### src/rtl/vmt_pkg.sv
`timescale 1ns / 1ps
// ----------------------------------------------------------------------------
// vmt_pkg
// Shared constants for the 4x4 matrix vector transform unit.
// ----------------------------------------------------------------------------
package vmt_pkg;

    localparam int VEC_LEN            = 4;
    localparam int LANE_W             = 32;
    localparam int STREAM_W           = VEC_LEN * LANE_W;

    localparam int DEFAULT_COORD_WIDTH = 32;
    localparam int DEFAULT_FRAC_BITS   = 16;

    localparam int NUM_REGS    = 8;
    localparam int CFG_DATA_W  = 64;
    localparam int CFG_IDX_LSB = 3;
    localparam int CFG_IDX_W   = 3;
    localparam int CFG_ADDR_W  = CFG_IDX_LSB + CFG_IDX_W;

endpackage

### src/rtl/vmt_acc.sv
`timescale 1ns / 1ps
// ----------------------------------------------------------------------------
// vmt_acc
// Column sums in two adder levels, floor shift, saturation, output register.
// ----------------------------------------------------------------------------
module vmt_acc #(
    parameter int COORD_WIDTH = vmt_pkg::DEFAULT_COORD_WIDTH,
    parameter int FRAC_BITS   = vmt_pkg::DEFAULT_FRAC_BITS,
    localparam int PROD_W     = 2 * COORD_WIDTH
) (
    input  logic                                   clk,
    input  logic                                   rst_n,
    input  logic                                   in_valid,
    output logic                                   in_ready,
    input  logic [3:0][3:0][PROD_W-1:0]            prod,
    output logic                                   out_valid,
    input  logic                                   out_ready,
    output logic [vmt_pkg::STREAM_W-1:0]           out_data,
    output logic                                   out_sat
);

    localparam int HALF_W = PROD_W + 1;
    localparam int SUM_W  = PROD_W + 2;
    localparam int SH_W   = SUM_W - FRAC_BITS;
    localparam int EXT_W  = (SH_W > COORD_WIDTH) ? SH_W : COORD_WIDTH + 1;

    logic                                  v3_valid_reg;
    logic                                  v4_valid_reg;
    logic                                  v5_valid_reg;
    logic                                  en3;
    logic                                  en4;
    logic                                  en5;

    logic [3:0][1:0][HALF_W-1:0]           half_reg;
    logic [3:0][1:0][HALF_W-1:0]           half_next;
    logic [3:0][SH_W-1:0]                  sh_reg;
    logic [3:0][SH_W-1:0]                  sh_next;
    logic [vmt_pkg::STREAM_W-1:0]          data_reg;
    logic [vmt_pkg::STREAM_W-1:0]          data_next;
    logic                                  sat_reg;
    logic                                  sat_next;

    logic signed [SUM_W-1:0]               sum_c  [4];
    logic signed [EXT_W-1:0]               ext_c  [4];
    logic [EXT_W-COORD_WIDTH:0]            top_c  [4];
    logic [COORD_WIDTH-1:0]                res_c  [4];
    logic [3:0]                            clip_c;

    assign en5      = !v5_valid_reg || out_ready;
    assign en4      = !v4_valid_reg || en5;
    assign en3      = !v3_valid_reg || en4;
    assign in_ready = en3;

    always_ff @(posedge clk or negedge rst_n)
    begin
        if (!rst_n)
        begin
            v3_valid_reg <= 1'b0;
            v4_valid_reg <= 1'b0;
            v5_valid_reg <= 1'b0;
        end
        else
        begin
            if (en3)
                v3_valid_reg <= in_valid;
            if (en4)
                v4_valid_reg <= v3_valid_reg;
            if (en5)
                v5_valid_reg <= v4_valid_reg;
        end
    end

    always_ff @(posedge clk)
    begin
        if (en3 && in_valid)
            half_reg <= half_next;
        if (en4 && v3_valid_reg)
            sh_reg <= sh_next;
        if (en5 && v4_valid_reg)
        begin
            data_reg <= data_next;
            sat_reg  <= sat_next;
        end
    end

    // First adder level: rows 0+1 and rows 2+3 of each column.
    always_comb
    begin
        for (int j = 0; j < 4; j++)
        begin
            half_next[j][0] = HALF_W'($signed(prod[0][j])) + HALF_W'($signed(prod[1][j]));
            half_next[j][1] = HALF_W'($signed(prod[2][j])) + HALF_W'($signed(prod[3][j]));
        end
    end

    // Second level and arithmetic shift, which floors toward minus infinity.
    always_comb
    begin
        for (int j = 0; j < 4; j++)
        begin
            sum_c[j]   = SUM_W'($signed(half_reg[j][0])) + SUM_W'($signed(half_reg[j][1]));
            sh_next[j] = SH_W'(sum_c[j] >>> FRAC_BITS);
        end
    end

    // Clip when the bits from the sign down to bit COORD_WIDTH-1 disagree.
    always_comb
    begin
        for (int j = 0; j < 4; j++)
        begin
            ext_c[j]  = EXT_W'($signed(sh_reg[j]));
            top_c[j]  = ext_c[j][EXT_W-1:COORD_WIDTH-1];
            clip_c[j] = !((&top_c[j]) || !(|top_c[j]));
            if (!clip_c[j])
                res_c[j] = ext_c[j][COORD_WIDTH-1:0];
            else if (ext_c[j][EXT_W-1])
                res_c[j] = {1'b1, {(COORD_WIDTH-1){1'b0}}};
            else
                res_c[j] = {1'b0, {(COORD_WIDTH-1){1'b1}}};
            data_next[vmt_pkg::LANE_W * j +: vmt_pkg::LANE_W] =
                vmt_pkg::LANE_W'($signed(res_c[j]));
        end
        sat_next = |clip_c;
    end

    assign out_valid = v5_valid_reg;
    assign out_data  = data_reg;
    assign out_sat   = sat_reg;

endmodule

### config.mk
export PLATFORM = sky130hd
export DESIGN_NAME = vmt_acc
export DESIGN_NICKNAME = d
export VERILOG_FILES = /design/src/rtl/vmt_pkg.sv /design/src/rtl/vmt_acc.sv
export SDC_FILE = /design/constraint.sdc
export NUM_CORES = 2
export LEC_CHECK = 0
export BUFFER_PORTS_ARGS = -buffer_cell sky130_fd_sc_hd__buf_2
export CORE_AREA = 3 3 451 453
export DETAILED_ROUTE_END_ITERATION = 12
export DIE_AREA = 0 0 454 456
export RECOVER_POWER = 50
export SYNTH_ARGS = -nofsm -noshare
export SYNTH_HDL_FRONTEND = slang
export SYNTH_SLANG_ARGS = --single-unit
### constraint.sdc
create_clock -name clk -period 26.4 [get_ports clk]
set_input_delay 1.32 -clock clk [delete_from_list [all_inputs] [get_ports clk]]
set_output_delay 1.32 -clock clk [all_outputs]
set_load 0.02 [all_outputs]
==> summary.txt <==
Layout
  • Area delta synth->final: 18.0%
  • Area of all placed cells without fillers: 78,000 um2
  • Flip-flop count of the largest register after layout: 520
  • Number of nets in the layout: 9,610
  • Share of layout cells above drive strength 1: 15.9%
  • Filler instances: 19,791

Yosys
  • Mean instance size in the synthesized netlist: 9.81 um2
  • Share of the yosys chip area belonging to registers: 38.7%
  • Synthesized netlist cell count: 6,736
  • Ys Warns: 0
  • Register bit total from synthesis: 852
  • Most used flip-flop cell after synthesis: sky130_fd_sc_hd__edfxtp_1
  • Net count of the mapped netlist: 8,540
  • Number of flops mapped to enable cells by yosys: 849
  • Async set or reset register ratio after synthesis: 0.352%
  • Area of the mapped netlist: 66,100 um2
  • Synth unique cells: 87

Floorplan
  • Initial core utilization: 33.1%
  • Std cell rows: 164
  • Standard cell core area: 200,000 um2
  • Die area: 207,000 um2
  • I/O pin total: 1,159
  • Vertical die dimension: 456 um
  • Die width: 454 um

Status
  • Outcome: finished, violations left
  • Failing checks: max-capacitance violations, max-slew violations

Setup path
  • Data required time of the worst path: 26,730 ps
  • Worst Path Max Fanout: 70
  • Critical path data arrival time: 8960 ps
  • Critical Path Source Type: input port
  • Type of the worst setup path: input port to flip-flop
  • Crit. End Element: flip-flop

Clock network
  • Clock transition at the registers of the reported paths: 60 ps
  • Skew-Pair Late Insertion Delay: 710 ps
  • Number of sinks on the clock net: 852
  • Maximum level of the CTS H-tree: 3
  • Num CTS Buffers: 104
  • Clk root buf: sky130_fd_sc_hd__clkbuf_16
  • Cts hold-fix bufs: 0
  • Post-CTS setup buffers: 0
  • CTS tree: yes
  • Clock Path Buffers: 3
  • Resized cells post-CTS: 0

GRT
  • All-Layer GR Usage: 23.9%
  • Number of antenna violations at the first check in global routing: 51
  • Global route total overflow: 0
  • Number of global-route vias before repair: 57,761
  • Largest net degree at the start of global routing: 147
  • Global-route wire length before repair: 370,000 um

Routing
  • Mean number of vias per cell: 5.47
  • Number of optimization iterations in the first detailed-route pass: 6
  • Residual antenna-violating net count after detailed routing: 0
  • Overall via count from detail_route: 57,838
  • Detailed Route Iter0 Violations: 4,186
  • Detail-routed net length per standard cell: 24.4 um
  • Total wirelength of the detailed-routed design: 259,000 um
  • DRC Markers: 0

Power and ir drop
  • Total power density per cell area: 69.0 nW/um2
  • Total Power: 0.00538 W
  • Static Leak: 33.6 nW
  • VDD IR max: 46.1 uV

STA
  • Period utilisation layout: 32.7%
  • Fin. Hold Viols: 0
  • Worst Tran Pin Value: 3810 ps
  • Setup repair after global routing missed its margin: no
  • Clk_skew: 27.1 ps
  • Final setup violation count: 0
  • Fmax: 116 MHz
  • Relative max-transition margin: -154%
  • Shortest period the worst path allows: 8640 ps
  • Count of final max-slew check failures: 717
  • Sum of negative setup slack: 0 ps

Placement
  • DP Area: 74,700 um2
  • Routability Congestion: 1.06
  • Number of port buffers: 1,158
  • Half-perimeter wire length after detailed placement: 219,000 um

Flow run
  • Count of max-cap constraint violations: 16

Worst hold path
  • Worst min path class: input port to async pin
[placed cells by master (no fill, tap or decap), drive strengths merged, types with 30 or more instances in the layout]
cell / n
nor2b: 94
and2: 34
o21bai: 129
and4: 30
xor2: 255
o21ai: 397
nor4: 42
nor3: 92
inv: 193
nand3: 129
and3: 66
nor2: 349
o31ai: 45
a211oi: 49
a31oi: 79
clkinv: 35
a21o: 562
xnor2: 394
nand4: 203
clkbuf: 271
edfxtp: 849
nand2: 466
o21a: 56
ha: 768
nand2b: 68
buf: 1026
a21oi: 804
diode: 33
[where the power goes]
part	total, W	internal (W)	switching, W
Combinational	0.00190	0.000732	0.00116
Clock	0.00150	0.000900	0.000602
Sequential	0.00198	0.00187	0.000113
Total	0.00538	0.00350	0.00188
[layout make-up]
cell class | count | area (um2) | area share, %
multi-input cells | 5479 | 39000 | 50.0
clock buffers | 110 | 2630 | 3.36
repair buffers | 1187 | 5780 | 7.41
well taps | 2656 | 3320 | 4.26
diodes | 33 | 82.6 | 0.106
inverters | 182 | 683 | 0.876
flip-flops and latches | 852 | 25600 | 32.8
clock inverters | 80 | 956 | 1.23
[cell families (layout without fill, tap and decap cells)]
| family | after synthesis | count (layout) | share of synthesized area (%) |
|---|---|---|---|
| AO/OA/AOI/OAI | 2396 | 2396 | 23.1 |
| XOR/XNOR | 649 | 649 | 8.60 |
| adder cells (fa/ha/maj) | 776 | 776 | 14.8 |
| buffers and inverters | 405 | 1559 | 2.31 |
| flip-flops | 852 | 852 | 38.7 |
| multiplexers | 13 | 13 | 0.206 |
| other | 0 | 33 | 0 |
| AND/OR/NAND/NOR | 1645 | 1645 | 12.3 |
[routing by layer]
metal | wire length, um | track usage, % | part of all wire (%) | vias to the layer above
met4 | 15800 | 13.4 | 6.1 | 14
met3 | 13600 | 3.48 | 5.2 | 472
li1 | - | - | - | 27871
met2 | 131000 | 43.4 | 51 | 1963
met5 | 90 | 0 | 0.035 | -
met1 | 97900 | 26.4 | 38 | 27518
[cells in the mapped netlist, drive strengths merged (10+ instances only)]
master / count / area [um2]
xnor2: 394 / 3450
a31oi: 79 / 509
nand4: 203 / 1270
nor2b: 94 / 588
a21oi: 804 / 4020
edfxtp: 849 / 25500
nand2b: 68 / 425
o21a: 56 / 420
a2111oi: 18 / 166
nand3: 129 / 646
a21o: 562 / 4220
a221o: 17 / 170
o31a: 10 / 87.6
a31o: 14 / 123
a41oi: 12 / 113
o21ai: 397 / 1990
nor4: 42 / 263
a221oi: 23 / 208
xor2: 255 / 2230
o211ai: 25 / 188
and4: 30 / 263
a211o: 10 / 87.6
and3: 66 / 413
o22ai: 11 / 68.8
nand2: 466 / 1750
nor2: 349 / 1310
clkbuf: 218 / 820
ha: 768 / 9610
or2: 19 / 119
a211oi: 49 / 368
or3: 14 / 87.6
o221ai: 11 / 96.3
o21bai: 129 / 968
and2: 34 / 213
nor3: 92 / 460
o41ai: 19 / 189
inv: 182 / 683
o31ai: 45 / 343
a311oi: 19 / 166
a21boi: 29 / 218
[critical path, stage by stage]
cell                       delay [ps]
sky130_fd_sc_hd__buf_2             90
sky130_fd_sc_hd__nor2b_1           50
sky130_fd_sc_hd__nand3_1          110
sky130_fd_sc_hd__and2_0          2550
sky130_fd_sc_hd__clkbuf_1        2760
sky130_fd_sc_hd__buf_4           1000
sky130_fd_sc_hd__buf_4            780
[final timing paths]
path	start	slack (ps)	cells after the start	endpoint
max reg2reg	out_valid	17980	6	half_reg[506]
min in group clk	v3_valid_reg	490	1	v4_valid_reg
min	rst_n	410	1	out_valid
max	out_ready	17760	7	half_reg[506]
min reg2reg	v3_valid_reg	490	1	v4_valid_reg
max in group asynchronous	rst_n	25830	1	v3_valid_reg
[stage by stage]
stage	util [%]	setup slack, ps	instances	hold slack (ps)
after floorplan	-	12090	6736	449
after global placement	37.4	20420	10356	496
after detailed placement	37.4	20360	10356	486
after CTS	39.2	21160	10546	310
after global routing	39.1	16940	10567	376
final	39.1	17760	10579	412
Power figures use the tool's default switching activity.
