**config.mk**
```make
export PLATFORM = sky130hd
export DESIGN_NAME = vmt_regs
export DESIGN_NICKNAME = d
export VERILOG_FILES = /design/src/rtl/vmt_pkg.sv /design/src/rtl/vmt_regs.sv
export SDC_FILE = /design/constraint.sdc
export NUM_CORES = 1
export LEC_CHECK = 0
export CAP_MARGIN = 15
export CORE_AREA = 8 8 246 248
export CTS_CLUSTER_SIZE = 24
export DETAILED_ROUTE_END_ITERATION = 7
export DIE_AREA = 0 0 254 256
export DONT_BUFFER_PORTS = 1
export GPL_ROUTABILITY_DRIVEN = 0
export PLACE_DENSITY = 0.65
export SYNTH_ARGS = -nofsm -noshare
export SYNTH_HDL_FRONTEND = slang
export SYNTH_SLANG_ARGS = --single-unit
```
**constraint.sdc**
```tcl
create_clock -name clk -period 4.3 [get_ports clk]
set_input_delay 0.215 -clock clk [delete_from_list [all_inputs] [get_ports clk]]
set_output_delay 0.215 -clock clk [all_outputs]
set_load 0.01 [all_outputs]
```
**src/rtl/vmt_pkg.sv**
```systemverilog
`timescale 1ns / 1ps
// ----------------------------------------------------------------------------
// vmt_pkg
// Shared constants for the 4x4 matrix vector transform unit.
// ----------------------------------------------------------------------------
package vmt_pkg;

    localparam int VEC_LEN            = 4;
    localparam int LANE_W             = 32;
    localparam int STREAM_W           = VEC_LEN * LANE_W;

    localparam int DEFAULT_COORD_WIDTH = 32;
    localparam int DEFAULT_FRAC_BITS   = 16;

    localparam int NUM_REGS    = 8;
    localparam int CFG_DATA_W  = 64;
    localparam int CFG_IDX_LSB = 3;
    localparam int CFG_IDX_W   = 3;
    localparam int CFG_ADDR_W  = CFG_IDX_LSB + CFG_IDX_W;

endpackage

```
**src/rtl/vmt_regs.sv**
```systemverilog
`timescale 1ns / 1ps
// ----------------------------------------------------------------------------
// vmt_regs
// APB register file holding the 4x4 matrix, two entries per 64-bit register.
// ----------------------------------------------------------------------------
module vmt_regs #(
    parameter int COORD_WIDTH = vmt_pkg::DEFAULT_COORD_WIDTH,
    parameter int FRAC_BITS   = vmt_pkg::DEFAULT_FRAC_BITS
) (
    input  logic                                          clk,
    input  logic                                          rst_n,
    input  logic                                          psel,
    input  logic                                          penable,
    input  logic                                          pwrite,
    input  logic [vmt_pkg::CFG_ADDR_W-1:0]                paddr,
    input  logic [vmt_pkg::CFG_DATA_W-1:0]                pwdata,
    output logic [vmt_pkg::CFG_DATA_W-1:0]                prdata,
    output logic                                          pready,
    output logic [3:0][3:0][COORD_WIDTH-1:0]              matrix
);

    localparam logic [vmt_pkg::LANE_W-1:0] ONE = vmt_pkg::LANE_W'(1) << FRAC_BITS;

    logic [vmt_pkg::CFG_DATA_W-1:0] cfg_reg [vmt_pkg::NUM_REGS];
    logic [vmt_pkg::CFG_IDX_W-1:0]  idx;
    logic                           wr_en;

    assign idx    = paddr[vmt_pkg::CFG_ADDR_W-1:vmt_pkg::CFG_IDX_LSB];
    assign pready = 1'b1;
    assign wr_en  = psel && penable && pwrite && pready;
    assign prdata = cfg_reg[idx];

    // Register k holds row k/2, columns 2*(k%2) and 2*(k%2)+1.
    always_ff @(posedge clk or negedge rst_n)
    begin
        if (!rst_n)
        begin
            for (int k = 0; k < vmt_pkg::NUM_REGS; k++)
            begin
                if ((k & 1) == ((k >> 1) >> 1))
                begin
                    if (((k >> 1) & 1) == 1)
                        cfg_reg[k] <= {ONE, {vmt_pkg::LANE_W{1'b0}}};
                    else
                        cfg_reg[k] <= {{vmt_pkg::LANE_W{1'b0}}, ONE};
                end
                else
                begin
                    cfg_reg[k] <= '0;
                end
            end
        end
        else if (wr_en)
        begin
            cfg_reg[idx] <= pwdata;
        end
    end

    always_comb
    begin
        for (int i = 0; i < 4; i++)
        begin
            for (int j = 0; j < 4; j++)
            begin
                matrix[i][j] = cfg_reg[2 * i + j / 2][vmt_pkg::LANE_W * (j % 2) +: COORD_WIDTH];
            end
        end
    end

endmodule

```
==> results of run 1 <==
[power groups by stage]
| stage | clock [mW] | sequential, mW | combinational (mW) |
|---|---|---|---|
| final | 4.44 | 7.40 | 1.85 |
| after detailed placement | 0 | 7.52 | 1.74 |
| after global placement | 0 | 7.48 | 1.68 |
| after global routing | 4.76 | 7.54 | 1.98 |
| after floorplan | 0 | 6.88 | 1.59 |
| after CTS | 4.58 | 7.44 | 1.86 |
[final timing paths]
kind	startpoint	slack [ns]	endpoint	cells past startpoint
max in group asynchronous	rst_n	3.42	matrix[476]	0
worst max register to register	matrix[198]	3.36	matrix[198]	1
worst min-delay path	rst_n	-0.66	matrix[461]	0
worst min register to register	matrix[248]	0.59	matrix[248]	1
min in group clk	paddr[5]	0.28	matrix[170]	3
worst max-delay path	matrix[333]	2.11	prdata[13]	2
[layer usage]
layer  up-vias  track usage  routed length [um]
met5         -            0                   0
met4         0      0.06611                2337
met3       133      0.08447                7475
met2       562       0.3609               35830
met1      7127       0.2318               24350
li1       5088            -                   -
[layout make-up]
class | instances | area share
Antenna cell | 2 | 0.0001943
Clock inverter | 6 | 0.002575
Sequential cell | 512 | 0.4977
Clock buffer | 90 | 0.06243
Multi-Input combinational cell | 718 | 0.3690
Timing Repair Buffer | 78 | 0.03090
Tap cell | 765 | 0.03717
[synth_stat cells, drive strengths merged]
cell type,instances,area (um^2)
nand4,1,6.260
clkbuf,18,67.56
mux2,576,6486
conb,1,3.750
nor3,2,20.02
nand4b,1,8.760
nand2,1,3.750
mux4,128,2883
dfrtp,508,12710
buf,68,337.8
nand2b,2,12.51
dfstp,4,105.1
nor2,6,37.54
[cells by family (layout without fill, tap and decap cells)]
family,count (synthesis),after routing
other,1,3
DFF,512,512
and+or+nand+nor,13,13
buffers and inverters,86,174
muxes,704,704
==> impl_metrics.json, run 1 <==
{
  "largest_register_ffs": 512,
  "yosys_warnings": 0,
  "avgSynthCellArea_um2": 17.24,
  "ys_types": 16,
  "grtUsageTotal": 0.2085,
  "first_pass_iters": 4,
  "drcViolationCount": 0,
  "dp.cells": 2009,
  "grt_pass1_wl_um": 102900,
  "rsz0062_at_grt": "false",
  "synthCells": 1316,
  "layout_common_cells": "mux2_2 (543), dfrtp_1 (508), mux4_2 (128)",
  "dp_slack_ns": 1.632,
  "cts_tree": "yes",
  "crit_buf_inv": 0,
  "final_common_cell": "mux2_2",
  "required_ns": 4.09,
  "initialDrtViolationCount": 832,
  "vdd_drop_max_v": 0.0003035,
  "crit_fanout": 3,
  "finalWorstSetupSlack_ns": 2.113,
  "worstHoldPathType": "primary input to asynchronous set/reset pin",
  "power_mw": 13.69,
  "start_util": 0.3993,
  "viasPerCell": 5.947,
  "yosysSeqAreaShare": 0.5650,
  "worstPathCellList": "mux4_2, mux2_2",
  "postCtsSetupBuffers": 0,
  "clock_sinks": 512,
  "cts_buffer_depth": 3,
  "violations": "hold timing, slew limit",
  "core_area_um2": 56810,
  "die_width_um": 254,
  "routedWlPerCell_um": 32.24,
  "end_kind": "output port",
  "powerDensity_nw_per_um2": 531.7,
  "regArea_um2": 12820,
  "hold_buffers": 64,
  "grt-ovfl-total": 0,
  "htree_num_levels": 2,
  "drv_cap": 0,
  "clk_latency_ns": 0.57,
  "syn2layout_area_growth_pct": 13.53,
  "antenna_found_initial": 0,
  "clk_pin_slew_ns": 0.06,
  "drive_above_1_share": 0.5470,
  "p_sw_mw": 4.096,
  "die_h_um": 256,
  "instances_no_fill": 2171,
  "hold-worst-slack_ns": -0.6610,
  "tightest_slew_ns": 1.953,
  "start_kind": "flop",
  "rows": 88,
  "p_clk_frac": 0.324,
  "cts_resized": 0,
  "switching_share": 0.2991,
  "cpMaxStageDelayCell": "mux4_2",
  "final_area_um2": 25750,
  "seqPwrFrac": 0.541,
  "grt_max_degree": 513,
  "finalHoldViolations": 512,
  "synth_compound_area_frac": 0,
  "final-max-slew-violation-count": 198,
  "grt_pass1_vias": 14050,
  "final-setup-viol-count": 0,
  "crit_family": "multiplexers",
  "final_nets": 1439,
  "synth-xor-area-share": 0,
  "wl_um": 69990,
  "max_stage_delay_ns": 0.62,
  "synthMuxAreaShare": 0.4130,
  "dieArea_um2": 65020,
  "fmax_ghz": 0.4572,
  "root_buffer": "clkbuf_16",
  "fin_util": 0.4533,
  "ys_seq_elements": 512,
  "arrival_ns": 1.97,
  "ioPinCount": 652,
  "synthAdderAreaFrac": 0,
  "status": "finished with violations",
  "fin_crit_ns": 2.187,
  "dpl_cell_area_um2": 23430,
  "crit_type": "flop to output port",
  "synth-simple-area-share": 0.003916,
  "fin_skew_ns": 0,
  "power_leakage_nw": 11.14,
  "max_slew_margin": -0.3023,
  "synthesis.nets": 1391,
  "numCtsBuffers": 54,
  "io_buffers": 0,
  "fin_crit_sh": 0.5086,
  "synth_top_family_by_area": "multiplexers",
  "dp_hpwl_um": 45040,
  "vias": 12910,
  "drtAntennaViolNets": 0,
  "tns_ns": 0,
  "p_comb_frac": 0.135,
  "synth_area_um2": 22680,
  "multi_input_area_um2": 9504,
  "p_int_mw": 9.598,
  "fillers": 5063
}
No activity file was read; power rests on OpenSTA's default activity.
==> run 2: changes to the inputs <==
CORE_AREA = 8 8 248 250   (was 8 8 246 248)
DIE_AREA = 0 0 256 258   (was 0 0 254 256)
PLACE_DENSITY = 0.64   (was 0.65)
clock period = 2.05 ns   (was 4.3 ns; I/O delays follow)
==> run 2 against run 1 <==
Compared with the run above: the flow still finishes with violations (hold timing, slew limit); cell count is 0.37% higher; wire length shrank 0.19%; core utilization is 0.35 points higher; sequential power up 110%; sequential share of layout area down 0.74 points; power rose by 120%; first-iteration DRC count fell by 14%; final area grew 1.8%; clock power increased by 130%; via count decreased by 1.6%; non-clock buffer count is 6 higher; critical endpoint is now prdata[17].
==> impl_metrics.json, run 2 (synthesis gave the netlist of run 1 again) <==
{
  "final_area_um2": 26210,
  "root_buffer": "clkbuf_16",
  "drtAntennaViolNets": 0,
  "start_kind": "flop",
  "max_stage_delay_ns": 0.54,
  "layout_common_cells": "mux2_2 (538), dfrtp_1 (482), mux4_2 (128)",
  "dpl_cell_area_um2": 23620,
  "grt_max_degree": 513,
  "routedWlPerCell_um": 32.06,
  "worstPathCellList": "mux4_2, mux2_4",
  "rrSetupSlack_ns": 1.11,
  "fin_skew_ns": 0,
  "fillers": 4967,
  "die_h_um": 258,
  "clock_sinks": 512,
  "powerDensity_nw_per_um2": 1135,
  "fin_util": 0.4568,
  "dp_slack_ns": 0.3609,
  "hold-worst-slack_ns": -0.7650,
  "crit_fanout": 3,
  "core_area_um2": 57370,
  "viasPerCell": 5.832,
  "hold_buffers": 64,
  "tns_ns": 0,
  "grtUsageTotal": 0.2047,
  "power_mw": 29.76,
  "clk_latency_ns": 0.57,
  "antenna_found_initial": 4,
  "grt_pass1_wl_um": 103500,
  "fin_crit_ns": 2.001,
  "arrival_ns": 1.90,
  "cpMaxStageDelayCell": "mux4_2",
  "dp.cells": 2015,
  "vdd_drop_max_v": 0.0008941,
  "r2r_end": "matrix[63]",
  "worstHoldPathType": "primary input to asynchronous set/reset pin",
  "status": "finished with violations",
  "numCtsBuffers": 54,
  "rows": 88,
  "drv_cap": 0,
  "final_nets": 1445,
  "cts_buffer_depth": 3,
  "tightest_slew_ns": 2.047,
  "required_ns": 1.95,
  "final_common_cell": "mux2_2",
  "instances_no_fill": 2179,
  "cts_tree": "yes",
  "rsz0062_at_grt": "true",
  "grt-ovfl-total": 0,
  "io_buffers": 0,
  "dieArea_um2": 66050,
  "violations": "hold timing, slew limit",
  "htree_num_levels": 2,
  "start_util": 0.3954,
  "crit_type": "flop to output port",
  "ioPinCount": 652,
  "largest_register_ffs": 512,
  "end_kind": "output port",
  "vias": 12710,
  "fin_crit_sh": 0.9760,
  "syn2layout_area_growth_pct": 15.53,
  "final-setup-viol-count": 0,
  "power_leakage_nw": 11.32,
  "clk_pin_slew_ns": 0.06,
  "r2r_cells": 2,
  "drcViolationCount": 0,
  "finalWorstSetupSlack_ns": 0.04929,
  "crit-reg2reg-launch": "matrix[63]",
  "grt_pass1_vias": 13850,
  "first_pass_iters": 6,
  "die_width_um": 256,
  "final-max-slew-violation-count": 230,
  "max_slew_margin": -0.3644,
  "initialDrtViolationCount": 713,
  "finalHoldViolations": 511,
  "fmax_ghz": 0.4998,
  "wl_um": 69860,
  "dp_hpwl_um": 47240,
  "drive_above_1_share": 0.5811
}
-- run 2: changes by cell type in the layout (fill, tap and decap cells not counted), moves of 5 or more --
cell | before | now
clkbuf_1 | 25 | 6
buf_4 | 10 | 5
dfrtp_2 | 0 | 26
mux2_4 | 0 | 5
clkbuf_8 | 10 | 16
dfrtp_1 | 508 | 482
mux2_2 | 543 | 538
clkinv_2 | 1 | 11
buf_12 | 4 | 15
-- run 2: area by class of cell --
| type | count | area (um^2) | share of cell area |
|---|---|---|---|
| clock buffer | 79 | 1669 | 0.06369 |
| timing repair buffer | 84 | 978.4 | 0.03734 |
| multi-input combinational | 718 | 9523 | 0.3634 |
| clock inverter | 18 | 221.5 | 0.008451 |
| tap | 765 | 957.2 | 0.03652 |
| antenna | 3 | 7.507 | 0.0002865 |
| sequential | 512 | 12850 | 0.4903 |
-- run 2: power by group --
part | internal (mW) | leakage [nW] | switching, mW
sequential | 12.1 | 6.50 | 3.47
clock | 6.24 | 0.943 | 4.00
combinational | 2.65 | 3.88 | 1.29
total | 21.0 | 11.3 | 8.76
-- run 2: repair_timing --
action	in CTS	in global routing
resized for setup	21	10
buffers inserted	0	0
endpoints found under the hold margin	1024	512
endpoints found under the setup margin	11	9
-- run 2: worst max-delay path by stage --
stage                     cells after the start         from  slack (ns)     endpoint
after CTS                                     2  matrix[337]       -0.02   prdata[17]
after global routing                          2  matrix[168]      -0.009   prdata[40]
after floorplan                               4     paddr[4]        0.45   prdata[43]
after detailed placement                      5     paddr[4]        0.36   matrix[50]
after global placement                        5     paddr[4]        0.38  matrix[305]
final                                         2  matrix[337]        0.05   prdata[17]
-- run 2: worst max-delay path: cells and delay by family (launching register included) --
kind	cells	cell delay (ns)
DFF	1	0.48
muxes	2	0.84
-- run 2: per-layer routing --
metal	global-route usage	routed length, um	vias up
met3	0.08289	7017	81
li1	-	-	5093
met5	0	0	-
met4	0.05435	1467	0
met1	0.2303	24990	7002
met2	0.3591	36390	533
